<file path="config.mk">
export PLATFORM = sky130hd
export DESIGN_NAME = address_region_map_core_flat
export DESIGN_NICKNAME = d
export VERILOG_FILES = /design/src/hdl/arm_pkg.sv /design/src/hdl/arm_if.sv /design/src/hdl/arm_ram.sv /design/src/hdl/arm_cut.sv /design/src/hdl/address_region_map_core.sv /design/src/flat_wrapper.sv
export SDC_FILE = /design/constraint.sdc
export NUM_CORES = 1
export LEC_CHECK = 0
export ABC_AREA = 1
export BUFFER_PORTS_ARGS = -buffer_cell sky130_fd_sc_hd__buf_2
export CAP_MARGIN = 10
export CORE_ASPECT_RATIO = 1.25
export CORE_MARGIN = 4
export CORE_UTILIZATION = 40
export CTS_CLUSTER_SIZE = 30
export DETAILED_ROUTE_END_ITERATION = 10
export PLACE_DENSITY = 0.51
export SYNTH_ARGS = -nofsm -noshare
export SYNTH_HDL_FRONTEND = slang
export SYNTH_SLANG_ARGS = --single-unit
export TNS_END_PERCENT = 20
</file>
<file path="constraint.sdc">
create_clock -name i_clk -period 4.9 [get_ports i_clk]
set_input_delay 0.245 -clock i_clk [delete_from_list [all_inputs] [get_ports i_clk]]
set_output_delay 0.245 -clock i_clk [all_outputs]
set_load 0.01 [all_outputs]
</file>
<file path="src/hdl/arm_pkg.sv">
// shared widths, opcodes, status codes and types of the address region map
package arm_pkg;

    localparam int ADDR_W         = 16;
    localparam int OPCODE_W       = 2;
    localparam int KIND_W         = 3;
    localparam int STATUS_W       = 2;
    localparam int MAX_RANGES_DEF = 16;
    localparam int KIND_BITS_DEF  = 3;

    // request opcodes
    localparam logic [OPCODE_W-1:0] OP_SET      = 2'd0;
    localparam logic [OPCODE_W-1:0] OP_REMOVE   = 2'd1;
    localparam logic [OPCODE_W-1:0] OP_CLASSIFY = 2'd2;
    localparam logic [OPCODE_W-1:0] OP_NONE     = 2'd3;

    // result status codes
    localparam logic [STATUS_W-1:0] ST_OK    = 2'd0;
    localparam logic [STATUS_W-1:0] ST_ORDER = 2'd1;
    localparam logic [STATUS_W-1:0] ST_MISS  = 2'd2;
    localparam logic [STATUS_W-1:0] ST_FULL  = 2'd3;

    // piece slots emitted per old entry during a set, in emit order
    localparam int SLOT_NEW_BEFORE = 0;
    localparam int SLOT_OLD_LEFT   = 1;
    localparam int SLOT_NEW_INSIDE = 2;
    localparam int SLOT_OLD_RIGHT  = 3;
    localparam int SLOT_N          = 4;

    typedef struct packed {
        logic [SLOT_N-1:0] load_mask;
        logic [SLOT_N-1:0] pick;
        logic              use_new;
        logic [ADDR_W-1:0] piece_start;
        logic [ADDR_W-1:0] piece_end;
    } t_cut;

endpackage

</file>
<file path="src/hdl/arm_if.sv">
// request and result channel interfaces of the address region map
interface arm_req_if
    import arm_pkg::*;
();
    logic                valid;
    logic                ready;
    logic [OPCODE_W-1:0] opcode;
    logic [ADDR_W-1:0]   range_start;
    logic [ADDR_W-1:0]   range_end;
    logic [KIND_W-1:0]   region_kind;
    logic [ADDR_W-1:0]   query_address;

    modport source (
        output valid, opcode, range_start, range_end, region_kind, query_address,
        input  ready
    );
    modport sink (
        input  valid, opcode, range_start, range_end, region_kind, query_address,
        output ready
    );
endinterface

interface arm_rsp_if
    import arm_pkg::*;
();
    logic                valid;
    logic                ready;
    logic [STATUS_W-1:0] status;
    logic [KIND_W-1:0]   found_kind;
    logic                hit;

    modport source (
        output valid, status, found_kind, hit,
        input  ready
    );
    modport sink (
        input  valid, status, found_kind, hit,
        output ready
    );
endinterface

</file>
<file path="src/hdl/arm_ram.sv">
// generic single write port ram with registered read
module arm_ram #(
    parameter int WIDTH = 8,
    parameter int DEPTH = 16
) (
    input  logic                     i_clk,
    input  logic                     i_we,
    input  logic [$clog2(DEPTH)-1:0] i_waddr,
    input  logic [WIDTH-1:0]         i_wdata,
    input  logic [$clog2(DEPTH)-1:0] i_raddr,
    output logic [WIDTH-1:0]         o_rdata
);
    logic [WIDTH-1:0] r_mem [DEPTH];
    logic [WIDTH-1:0] r_rdata;

    always_ff @(posedge i_clk) begin
        if (i_we) begin
            r_mem[i_waddr] <= i_wdata;
        end
        r_rdata <= r_mem[i_raddr];
    end

    assign o_rdata = r_rdata;
endmodule

</file>
<file path="src/hdl/arm_cut.sv">
// overlap compare unit: splits one stored range against the new range
module arm_cut
    import arm_pkg::*;
(
    input  logic [ADDR_W-1:0] i_ent_start,
    input  logic [ADDR_W-1:0] i_ent_end,
    input  logic [ADDR_W-1:0] i_start,
    input  logic [ADDR_W-1:0] i_end,
    input  logic              i_placed,
    input  logic [SLOT_N-1:0] i_mask,
    output t_cut              o_cut
);
    logic              overlap;
    logic              new_before;
    logic [SLOT_N-1:0] pick;

    assign overlap    = !((i_ent_end < i_start) || (i_ent_start > i_end));
    assign new_before = !i_placed && (i_ent_start > i_start);

    always_comb begin
        o_cut.load_mask                  = '0;
        o_cut.load_mask[SLOT_NEW_BEFORE] = new_before;
        o_cut.load_mask[SLOT_OLD_LEFT]   = overlap ? (i_ent_start < i_start) : 1'b1;
        o_cut.load_mask[SLOT_NEW_INSIDE] = overlap && (i_ent_end > i_end)
                                           && !(i_placed || new_before);
        o_cut.load_mask[SLOT_OLD_RIGHT]  = overlap && (i_ent_end > i_end);
    end

    // lowest pending slot goes out first
    assign pick       = i_mask & (~i_mask + SLOT_N'(1));
    assign o_cut.pick = pick;

    always_comb begin
        o_cut.use_new     = 1'b0;
        o_cut.piece_start = i_ent_start;
        o_cut.piece_end   = i_ent_end;
        if (pick[SLOT_NEW_BEFORE] || pick[SLOT_NEW_INSIDE]) begin
            o_cut.use_new     = 1'b1;
            o_cut.piece_start = i_start;
            o_cut.piece_end   = i_end;
        end else if (pick[SLOT_OLD_LEFT]) begin
            // untouched entry, or its part below the new range
            o_cut.piece_end = overlap ? (i_start - ADDR_W'(1)) : i_ent_end;
        end else if (pick[SLOT_OLD_RIGHT]) begin
            o_cut.piece_start = i_end + ADDR_W'(1);
        end
    end
endmodule

</file>
<file path="src/hdl/address_region_map_core.sv">
// top level of the address region map: sequencer, table banks and result register
//
//  channel | dir | handshake     | payload
//  --------+-----+---------------+------------------------------------------------
//  i_req   | in  | valid / ready | opcode, range_start, range_end, region_kind,
//          |     |               | query_address
//  o_rsp   | out | valid / ready | status, found_kind, hit
//
// one request at a time; i_req.ready is high only while the sequencer is idle
// remove and classify visit each stored entry in turn (classify stops at first hit);
//   set also visits each entry, with one more push per extra piece from a trim or split;
//   entries are read through the single ram read port, walked one entry per visit
// reset clears the entry count, the bank select and the result valid flag; table
//   contents are never cleared, only entries below the count are read
// a finished result waits in the sequencer until the output register is free
module address_region_map_core
    import arm_pkg::*;
#(
    parameter int MAX_RANGES = MAX_RANGES_DEF,
    parameter int KIND_BITS  = KIND_BITS_DEF
) (
    input  logic      i_clk,
    input  logic      i_rst_n,
    arm_req_if.sink   i_req,
    arm_rsp_if.source o_rsp
);
    localparam int IW = $clog2(MAX_RANGES);       // entry index
    localparam int CW = $clog2(MAX_RANGES + 1);   // entry count
    localparam int NW = $clog2(MAX_RANGES + 3);   // rebuilt count, may overshoot by two
    localparam int AW = IW + 1;                   // bank bit plus index
    localparam int EW = 2 * ADDR_W + KIND_BITS;   // one stored entry

    // sequencer states
    localparam logic [2:0] S_IDLE  = 3'd0;
    localparam logic [2:0] S_READ  = 3'd1;
    localparam logic [2:0] S_LOAD  = 3'd2;
    localparam logic [2:0] S_PUSH  = 3'd3;
    localparam logic [2:0] S_FINAL = 3'd4;
    localparam logic [2:0] S_DONE  = 3'd5;

    logic [2:0]           r_state, n_state;
    logic                 r_bank, n_bank;       // which half of the ram holds the table
    logic [CW-1:0]        r_count, n_count;
    logic [IW-1:0]        r_idx, n_idx;         // entry being visited
    logic [NW-1:0]        r_n, n_n;             // entries written into the spare bank
    logic                 r_placed, n_placed;   // new range already emitted
    logic                 r_removed, n_removed; // remove key already skipped
    logic [SLOT_N-1:0]    r_mask, n_mask;       // pieces still pending for this entry
    logic [OPCODE_W-1:0]  r_op, n_op;
    logic [ADDR_W-1:0]    r_s, n_s;
    logic [ADDR_W-1:0]    r_e, n_e;
    logic [KIND_BITS-1:0] r_k, n_k;
    logic [ADDR_W-1:0]    r_a, n_a;
    logic [STATUS_W-1:0]  r_status, n_status;
    logic [KIND_BITS-1:0] r_kind, n_kind;
    logic                 r_hit, n_hit;
    logic                 r_out_valid, n_out_valid;
    logic [STATUS_W-1:0]  r_out_status, n_out_status;
    logic [KIND_W-1:0]    r_out_kind, n_out_kind;
    logic                 r_out_hit, n_out_hit;

    logic                 ram_we;
    logic [EW-1:0]        ram_wdata;
    logic [EW-1:0]        ram_rdata;
    logic [ADDR_W-1:0]    ent_start;
    logic [ADDR_W-1:0]    ent_end;
    logic [KIND_BITS-1:0] ent_kind;
    t_cut                 cut;
    logic                 last_ent;
    logic [2:0]           adv_state;
    logic [IW-1:0]        adv_idx;
    logic [NW-1:0]        n_total;
    logic                 wr_ok;
    logic [SLOT_N-1:0]    mask_left;
    logic                 req_fire;
    logic                 rsp_fire;

    // both banks in one ram: the table is read from r_bank, rebuilt into the other
    arm_ram #(
        .WIDTH (EW),
        .DEPTH (2 ** AW)
    ) u_ram (
        .i_clk   (i_clk),
        .i_we    (ram_we),
        .i_waddr ({~r_bank, r_n[IW-1:0]}),
        .i_wdata (ram_wdata),
        .i_raddr ({r_bank, r_idx}),
        .o_rdata (ram_rdata)
    );

    assign ent_start = ram_rdata[EW-1 -: ADDR_W];
    assign ent_end   = ram_rdata[EW-ADDR_W-1 -: ADDR_W];
    assign ent_kind  = ram_rdata[KIND_BITS-1:0];

    arm_cut u_cut (
        .i_ent_start (ent_start),
        .i_ent_end   (ent_end),
        .i_start     (r_s),
        .i_end       (r_e),
        .i_placed    (r_placed),
        .i_mask      (r_mask),
        .o_cut       (cut)
    );

    assign req_fire    = i_req.valid && i_req.ready;
    assign rsp_fire    = r_out_valid && o_rsp.ready;
    assign i_req.ready = (r_state == S_IDLE);

    assign last_ent  = (CW'(r_idx) + CW'(1) == r_count);
    assign adv_state = last_ent ? S_FINAL : S_READ;
    assign adv_idx   = last_ent ? r_idx : r_idx + IW'(1);
    assign n_total   = r_n + NW'(!r_placed);
    assign wr_ok     = (r_n < NW'(MAX_RANGES));
    assign mask_left = r_mask & ~cut.pick;

    always_comb begin
        n_state     = r_state;
        n_bank      = r_bank;
        n_count     = r_count;
        n_idx       = r_idx;
        n_n         = r_n;
        n_placed    = r_placed;
        n_removed   = r_removed;
        n_mask      = r_mask;
        n_op        = r_op;
        n_s         = r_s;
        n_e         = r_e;
        n_k         = r_k;
        n_a         = r_a;
        n_status    = r_status;
        n_kind      = r_kind;
        n_hit       = r_hit;
        ram_we      = 1'b0;
        ram_wdata   = {cut.piece_start, cut.piece_end, cut.use_new ? r_k : ent_kind};

        n_out_valid  = r_out_valid && !rsp_fire;
        n_out_status = r_out_status;
        n_out_kind   = r_out_kind;
        n_out_hit    = r_out_hit;

        unique case (r_state)
            S_IDLE: begin
                if (req_fire) begin
                    n_op      = i_req.opcode;
                    n_s       = i_req.range_start;
                    n_e       = i_req.range_end;
                    n_k       = KIND_BITS'(i_req.region_kind);
                    n_a       = i_req.query_address;
                    n_idx     = '0;
                    n_n       = '0;
                    n_placed  = 1'b0;
                    n_removed = 1'b0;
                    n_status  = ST_OK;
                    n_kind    = '0;
                    n_hit     = 1'b0;
                    if (i_req.opcode == OP_NONE) begin
                        n_state = S_DONE;
                    end else if (i_req.opcode == OP_SET
                                 && i_req.range_start > i_req.range_end) begin
                        n_status = ST_ORDER;
                        n_state  = S_DONE;
                    end else if (r_count == '0) begin
                        n_state = S_FINAL;
                    end else begin
                        n_state = S_READ;
                    end
                end
            end
            S_READ: begin
                // ram read of the current entry is in flight
                n_state = S_LOAD;
            end
            S_LOAD: begin
                if (r_op == OP_SET) begin
                    n_mask   = cut.load_mask;
                    n_placed = r_placed || cut.load_mask[SLOT_NEW_BEFORE]
                               || cut.load_mask[SLOT_NEW_INSIDE];
                    n_state  = S_PUSH;
                end else if (r_op == OP_REMOVE) begin
                    if (!r_removed && ent_start == r_s) begin
                        n_removed = 1'b1;
                    end else begin
                        ram_we    = wr_ok;
                        ram_wdata = ram_rdata;
                        n_n       = r_n + NW'(1);
                    end
                    n_state = adv_state;
                    n_idx   = adv_idx;
                end else begin
                    // classify: first containing entry wins
                    if (r_a >= ent_start && r_a <= ent_end) begin
                        n_status = ST_OK;
                        n_kind   = ent_kind;
                        n_hit    = 1'b1;
                        n_state  = S_DONE;
                    end else begin
                        n_state = adv_state;
                        n_idx   = adv_idx;
                    end
                end
            end
            S_PUSH: begin
                if (r_mask == '0) begin
                    // entry fully covered by the new range
                    n_state = adv_state;
                    n_idx   = adv_idx;
                end else begin
                    ram_we = wr_ok;
                    n_n    = r_n + NW'(1);
                    n_mask = mask_left;
                    if (mask_left == '0) begin
                        n_state = adv_state;
                        n_idx   = adv_idx;
                    end
                end
            end
            S_FINAL: begin
                n_state = S_DONE;
                if (r_op == OP_SET) begin
                    // new range goes last when nothing started above it
                    if (!r_placed) begin
                        ram_we    = wr_ok;
                        ram_wdata = {r_s, r_e, r_k};
                    end
                    if (n_total > NW'(MAX_RANGES)) begin
                        n_status = ST_FULL;
                    end else begin
                        n_bank  = ~r_bank;
                        n_count = CW'(n_total);
                    end
                end else if (r_op == OP_REMOVE) begin
                    if (r_removed) begin
                        n_bank  = ~r_bank;
                        n_count = CW'(r_n);
                    end else begin
                        n_status = ST_MISS;
                    end
                end else begin
                    n_status = ST_MISS;
                end
            end
            S_DONE: begin
                if (!r_out_valid || o_rsp.ready) begin
                    n_out_valid  = 1'b1;
                    n_out_status = r_status;
                    n_out_kind   = KIND_W'(r_kind);
                    n_out_hit    = r_hit;
                    n_state      = S_IDLE;
                end
            end
            default: begin
                n_state = S_IDLE;
            end
        endcase
    end

    // control state
    always_ff @(posedge i_clk) begin
        if (!i_rst_n) begin
            r_state     <= S_IDLE;
            r_bank      <= 1'b0;
            r_count     <= '0;
            r_out_valid <= 1'b0;
        end else begin
            r_state     <= n_state;
            r_bank      <= n_bank;
            r_count     <= n_count;
            r_out_valid <= n_out_valid;
        end
    end

    // working and payload registers
    always_ff @(posedge i_clk) begin
        r_idx        <= n_idx;
        r_n          <= n_n;
        r_placed     <= n_placed;
        r_removed    <= n_removed;
        r_mask       <= n_mask;
        r_op         <= n_op;
        r_s          <= n_s;
        r_e          <= n_e;
        r_k          <= n_k;
        r_a          <= n_a;
        r_status     <= n_status;
        r_kind       <= n_kind;
        r_hit        <= n_hit;
        r_out_status <= n_out_status;
        r_out_kind   <= n_out_kind;
        r_out_hit    <= n_out_hit;
    end

    assign o_rsp.valid      = r_out_valid;
    assign o_rsp.status     = r_out_status;
    assign o_rsp.found_kind = r_out_kind;
    assign o_rsp.hit        = r_out_hit;

`ifndef SYNTHESIS
    // table never holds more than its capacity
    a_count_bound: assert property (@(posedge i_clk) disable iff (!i_rst_n)
        r_count <= CW'(MAX_RANGES))
        else $error("entry count above capacity");

    // the table only changes as a request finishes
    a_count_commit: assert property (@(posedge i_clk) disable iff (!i_rst_n)
        $past(i_rst_n) && (r_count != $past(r_count)) |-> r_state == S_DONE)
        else $error("entry count changed outside commit");

    // an accepted request always takes the sequencer out of idle
    a_accept_busy: assert property (@(posedge i_clk) disable iff (!i_rst_n)
        req_fire |=> r_state != S_IDLE)
        else $error("sequencer idle after accepting a request");
`endif

endmodule
</file>
<file path="src/flat_wrapper.sv">
// flat-port wrapper written by rule: the top's interface ports become plain ports
module address_region_map_core_flat import arm_pkg::*;
#(
    parameter int MAX_RANGES = MAX_RANGES_DEF,
    parameter int KIND_BITS  = KIND_BITS_DEF
)
  (i_clk, i_rst_n, i_req_valid, i_req_opcode, i_req_range_start, i_req_range_end, i_req_region_kind, i_req_query_address, i_req_ready, o_rsp_valid, o_rsp_status, o_rsp_found_kind, o_rsp_hit, o_rsp_ready);
  arm_req_if i_req_i ();
  arm_rsp_if o_rsp_i ();
  input  logic i_clk;
  input  logic i_rst_n;
  input wire logic [$bits(i_req_i.valid)-1:0] i_req_valid;
  input wire logic [$bits(i_req_i.opcode)-1:0] i_req_opcode;
  input wire logic [$bits(i_req_i.range_start)-1:0] i_req_range_start;
  input wire logic [$bits(i_req_i.range_end)-1:0] i_req_range_end;
  input wire logic [$bits(i_req_i.region_kind)-1:0] i_req_region_kind;
  input wire logic [$bits(i_req_i.query_address)-1:0] i_req_query_address;
  output wire logic [$bits(i_req_i.ready)-1:0] i_req_ready;
  output wire logic [$bits(o_rsp_i.valid)-1:0] o_rsp_valid;
  output wire logic [$bits(o_rsp_i.status)-1:0] o_rsp_status;
  output wire logic [$bits(o_rsp_i.found_kind)-1:0] o_rsp_found_kind;
  output wire logic [$bits(o_rsp_i.hit)-1:0] o_rsp_hit;
  input wire logic [$bits(o_rsp_i.ready)-1:0] o_rsp_ready;
  assign i_req_i.valid = i_req_valid;
  assign i_req_i.opcode = i_req_opcode;
  assign i_req_i.range_start = i_req_range_start;
  assign i_req_i.range_end = i_req_range_end;
  assign i_req_i.region_kind = i_req_region_kind;
  assign i_req_i.query_address = i_req_query_address;
  assign i_req_ready = i_req_i.ready;
  assign o_rsp_valid = o_rsp_i.valid;
  assign o_rsp_status = o_rsp_i.status;
  assign o_rsp_found_kind = o_rsp_i.found_kind;
  assign o_rsp_hit = o_rsp_i.hit;
  assign o_rsp_i.ready = o_rsp_ready;
  address_region_map_core #(.MAX_RANGES(MAX_RANGES), .KIND_BITS(KIND_BITS)) u_core (.i_clk(i_clk), .i_rst_n(i_rst_n), .i_req(i_req_i), .o_rsp(o_rsp_i));
endmodule
</file>
==> results.toml, run 1 <==
[setup_path]
worst-endpoint-required_ns = 5.12
slowest_delay_ns = 0.63
cp-start-kind = "register"
crit_chain = "inv_1 -> ha_1 -> nand2_1 -> inv_1 -> nand4_1 -> nor3_2 -> nand2_1 -> nand2_1 -> nand2_2 -> nand2_2 -> nor2_4 -> inv_1 -> o21ai_1 -> nand2_1"
crit_path_frequent_cell = "nand2_1"
worst-setup-path-type = "register to register"
crit_family = "simple AND/OR/NAND/NOR gates"
worstPathArrival_ns = 4.04
cp-end-kind = "register"
critPathSlowestCell = "nand2_1"
path_buf_inv = 3
critical_path.max_fanout = 32

[pwr]
peakVddDrop_uv = 428
p_sw_w = 0.0148
cellLeakagePower_nw = 20.8
power.share.clock_pct = 25.5
p_sw_share_pct = 38.7
p_int_w = 0.0234
power_density_mw_per_mm2 = 631
pwr-share-seq_pct = 38.3
pwr-share-comb_pct = 36.2

[synth]
synth_common_cells = "edfxtp_1 (1,200), nor2_1 (751), o21ai_0 (707)"
ys.warnings.count = 0
yosysSeqAreaShare_pct = 69.6
synthCells = 4479
netlist_area_sq_mm = 0.0531
synth_nets = 4656
ys_async_sr_fraction_pct = 0
synth-edff-count = 1200
ys_ff_latch = 1245
synth.most_common_cell = "edfxtp_1"
synth_top_area_share_pct = 67.9
yosysTopAreaCell = "edfxtp_1"
synthTopCellsByArea = "edfxtp_1 (68%), o21ai_0 (6.7%), nor2_1 (5.3%)"
ys_types = 54
ys.flop_type = "edfxtp_1"
syn_avg_cell_area_sq_um = 11.8

[cells_and_area]
n_antenna_cell = 0
regArea_sq_mm = 0.0369
layout-drive-gt1-share_pct = 10.4
final_util_pct = 46.0
fin_nets = 4767
nFillCells = 11800
multi_input_area_sq_mm = 0.0145
area_growth_pct = 14.2
fin_area_sq_mm = 0.0606

[floorplan]
dieArea_sq_mm = 0.139
fp.dieH_um = 415
initial_core_util_pct = 40.3
ios = 65
core-area_sq_mm = 0.132
rows = 149
die_w_um = 334

[clocking]
clockRootBuffer = "clkbuf_16"
htreeDepth = 3
clk-insertion-delay-late_ns = 0.74
cts_buffers = 120
cts_resized = 0
clockBufferDepth = 3
path_clk_slew_ns = 0.07
cts_tree = "done"
cts_sinks = 1245

[sta]
finClkSkew_ns = 0.0299
finalCriticalPeriod_ns = 3.83
setup_viol = 0
min_period_over_period_pct = 78.1
drv_slew = 0
fin_setup_tns_ns = 0
clock.fmax_mhz = 261
hold_violations = 0
slew_headroom_pct = 16.3
worst_slack_ns = 1.07
grt_setup_unrepaired = "no"
worstMarginPinSlew_ns = 1.25

[run]
drv_cap = 0

[placed_design]
post_dp_cell_area_sq_mm = 0.0559
port_buffers = 64
dp_slack_ns = 1.13
gp_congestion = 0.932
dpl.hpwl_um = 94200

[global_route]
grt_max_degree = 131
grt_antenna_before_repair = 2
grt_usage_pct = 23.3
grt_pass1_wl_um = 239000
first_global_vias = 34600
grt_remaining_overflow = 0

[outcome]
outcome = "complete, no violations"

[routing]
drt_iter0_markers = 3223
viasPerCell = 5.63
avgRoutedWirePerCell_um = 25.7
ant_nets = 0
drc = 0
vias = 36200
first_pass_iters = 6
wirelength_um = 165000

[min_path]
hold_path_class = "input pin to register"
## state kept, by name, indices dropped and copies added (netlist names), 2 cells and up
signal	flops
u_core.r_s	16
u_core.r_n	5
u_core.r_op	2
u_core.r_mask	4
u_core.r_kind	3
u_core.u_ram.o_rdata	35
u_core.r_state	3
u_core.r_k	3
u_core.r_e	16
u_core.u_ram.r_mem	1120
u_core.r_a	16
u_core.r_idx	4
u_core.r_status	2
u_core.o_rsp.found_kind	3
u_core.o_rsp.status	2
u_core.r_count	5
## repair_timing
action                    CTS  global route
hold endpoints to repair   64             0
buffers inserted            0             0
hold buffers               57             0
## layout by cell type (no fill, tap or decap), types with 14 or more instances in the layout
cell,count
clkbuf_16,125
buf_2,64
nand3_1,62
edfxtp_1,1200
buf_4,125
bufinv_16,18
o21ai_0,704
nor2_1,750
o22ai_1,347
a21oi_1,129
xor2_1,23
nor3_1,14
dfxtp_1,44
clkinv_2,24
nand2_1,397
buf_12,15
inv_1,163
ha_1,120
o211ai_1,14
clkbuf_1,17
nor3_2,34
clkinv_1,25
dlygate4sd3_1,57
o21ai_1,60
## final timing paths
| path | from | to | slack, ns | depth (start not counted) |
|---|---|---|---|---|
| max reg2reg | u_core.r_s[11] | u_core.u_ram.r_mem[9][33] | 1.07 | 14 |
| min reg2reg | u_core.r_hit | u_core.o_rsp.hit | 0.42 | 0 |
| min | i_req_query_address[12] | u_core.r_a[12] | 0.22 | 2 |
| max | u_core.r_s[11] | u_core.u_ram.r_mem[9][33] | 1.07 | 14 |
## layout make-up
cell class / count / share of cell area [%]
clock buffers: 147 / 5.38
multi-input cells: 2776 / 23.9
inverters: 186 / 1.21
repair buffers: 261 / 3.51
well taps: 1736 / 3.58
clock inverters: 79 / 1.44
flip-flops and latches: 1245 / 60.9
## logic make-up after synthesis
logic type	after synthesis	share of synthesized area [%]
AND/OR/NAND/NOR	1312	10.0
AO/OA/AOI/OAI	1319	13.6
XOR/XNOR	25	0.413
buffers and inverters	458	3.51
flip-flops	1245	69.6
adder cells (fa/ha/maj)	120	2.83
## per-layer routing
layer	GRT usage, %	share of wire, %	vias to the layer above	wire length (um)
li1	-	-	16600	-
met1	31.6	43	18200	70400
met2	39.5	49	1134	81400
met3	2.51	5.4	238	8900
met4	7.34	2.9	0	4820
met5	0	0	-	0
## metrics by stage
step                total power (W)  cells  hold slack, ns
finish                       0.0382   6430           0.219
global route                 0.0404   6430           0.197
CTS                          0.0385   6430           0.166
detailed placement           0.0287   6147           0.409
global placement             0.0287   6147           0.406
floorplan                    0.0231   4479           0.344
## power by group through the flow
stage	sequential [W]	clock, W	combinational (W)
CTS	0.0146	0.00992	0.0139
detailed placement	0.0148	0	0.0138
global placement	0.0148	0	0.0138
floorplan	0.0146	0	0.00845
finish	0.0146	0.00974	0.0138
global route	0.0147	0.0104	0.0153
Power figures use the tool's default switching activity.
==> run 2, diff against run 1 <==
- clock period: 4.9 -> 3.7 ns (I/O delays scaled with it)
==> results.toml, run 2 (same netlist as run 1, synthesis figures left out) <==
[placed_design]
dpl.hpwl_um = 98200
post_dp_cell_area_sq_mm = 0.0569
port_buffers = 64
gp_congestion = 0.936

[sta]
fin_setup_tns_ns = 0
finClkSkew_ns = 0.0275
setup_viol = 0
clock.fmax_mhz = 300
worstMarginPinSlew_ns = 0.757
grt_setup_unrepaired = "no"
finalCriticalPeriod_ns = 3.34
slew_headroom_pct = 49.5
min_period_over_period_pct = 90.2
drv_slew = 0
hold_violations = 0

[routing]
drt_iter0_markers = 3331
avgRoutedWirePerCell_um = 26.1
wirelength_um = 169000
first_pass_iters = 5
drc = 0
viasPerCell = 5.68
ant_nets = 0
vias = 36800

[clocking]
clockBufferDepth = 3
path_clk_slew_ns = 0.07
htreeDepth = 4
cts_sinks = 1245
cts_tree = "done"
post-cts-setup-buffers = 0
clockRootBuffer = "clkbuf_16"
cts_resized = 0
clk-insertion-delay-late_ns = 0.76
cts_buffers = 131

[setup_path]
worst-setup-path-type = "register to register"
critPathSlowestCell = "nor2_4"
crit_chain = "inv_1 -> ha_1 -> nand2_1 -> nor2_1 -> nand4_1 -> nor3_2 -> nand2_1 -> nand2_1 -> nand2_2 -> nand2_2 -> nor2_4 -> inv_1 -> o21ai_1 -> nand2_1 -> buf_4"
cp-start-kind = "register"
crit_family = "simple AND/OR/NAND/NOR gates"
cp-end-kind = "register"
slowest_delay_ns = 0.46
crit_path_frequent_cell = "nand2_1"
worstPathArrival_ns = 3.78
worst-endpoint-required_ns = 4.14
path_buf_inv = 3
critical_path.max_fanout = 32

[min_path]
hold_path_class = "input pin to register"

[floorplan]
core-area_sq_mm = 0.132
die_w_um = 334
ios = 65
fp.dieH_um = 415
initial_core_util_pct = 40.3
dieArea_sq_mm = 0.139
rows = 149

[outcome]
outcome = "complete, no violations"

[cells_and_area]
area_growth_pct = 15.9
final_util_pct = 46.7
final_cell_mix = "edfxtp_1 (1,200), nor2_1 (750), o21ai_0 (704)"
fin_area_sq_mm = 0.0615
final_common_cell = "edfxtp_1"
largest_reg_flops = 1120
layout-drive-gt1-share_pct = 11.2
largest_register = "u_core.u_ram.r_mem"
fin_nets = 4826

[global_route]
grt_antenna_before_repair = 2
grt_usage_pct = 24.0
first_global_vias = 35300
grt_pass1_wl_um = 246000
grt_max_degree = 142
grt_remaining_overflow = 0

[pwr]
cellLeakagePower_nw = 21.2
power_density_mw_per_mm2 = 829
finalPower_w = 0.0510
peakVddDrop_uv = 672

[run]
drv_cap = 0
[run 2: cell count changes in the layout (fill, tap and decap cells not counted), sizes merged, moves of 2 or more]
cell | previous run | this run
clkinvlp | 9 | 2
clkbuf | 147 | 165
bufinv | 18 | 7
inv | 188 | 186
buf | 204 | 252
clkinv | 50 | 52
[run 2: worst paths after layout]
check                                            start  slack, ns  cells past startpoint                          to
worst max register to register          u_core.r_s[13]       0.36                     15  u_core.u_ram.r_mem[12][33]
worst max-delay path                    u_core.r_s[13]       0.36                     15  u_core.u_ram.r_mem[12][33]
worst min-delay path            i_req_query_address[9]       0.15                      2               u_core.r_a[9]
worst min register to register            u_core.r_hit       0.42                      0            u_core.o_rsp.hit
[run 2: metal layers]
| metal | wire length (um) | global-route usage, % | part of all wire, % |
|---|---|---|---|
| met5 | 0 | 0 | 0 |
| met4 | 5980 | 8.63 | 3.5 |
| met3 | 9360 | 3.25 | 5.5 |
| met2 | 82900 | 40.1 | 49 |
| met1 | 71200 | 32.2 | 42 |
[run 2: where the power goes]
| group | leakage [nW] | switching, W | internal, W |
|---|---|---|---|
| sequential | 11.2 | 0.000794 | 0.0186 |
| combinational | 7.95 | 0.0136 | 0.00535 |
| clock | 2.00 | 0.00540 | 0.00725 |
[run 2: final cells by class]
cell class / instances / area, sq um
antenna: 1 / 2.50
timing repair buffer: 309 / 3100
tap: 1736 / 2170
fill: 11900 / 70300
inverter: 186 / 731
clock inverter: 61 / 505
clock buffer: 165 / 3540
sequential: 1245 / 36900
multi-input combinational: 2776 / 14500
[run 2: through the flow]
stage / worst slack, ns / hold WS, ns / cells
floorplan: -0.732 / 0.284 / 4479
global placement: 0.504 / 0.365 / 6195
detailed placement: 0.420 / 0.365 / 6195
CTS: 0.381 / 0.0838 / 6478
global route: 0.221 / 0.113 / 6478
finish: 0.364 / 0.148 / 6479
[run 2: repair_timing]
item | 4_1_cts | 5_1_grt
endpoints found under the setup margin | 0 | 0
hold endpoints to repair | 76 | 0
hold buffers | 57 | 0
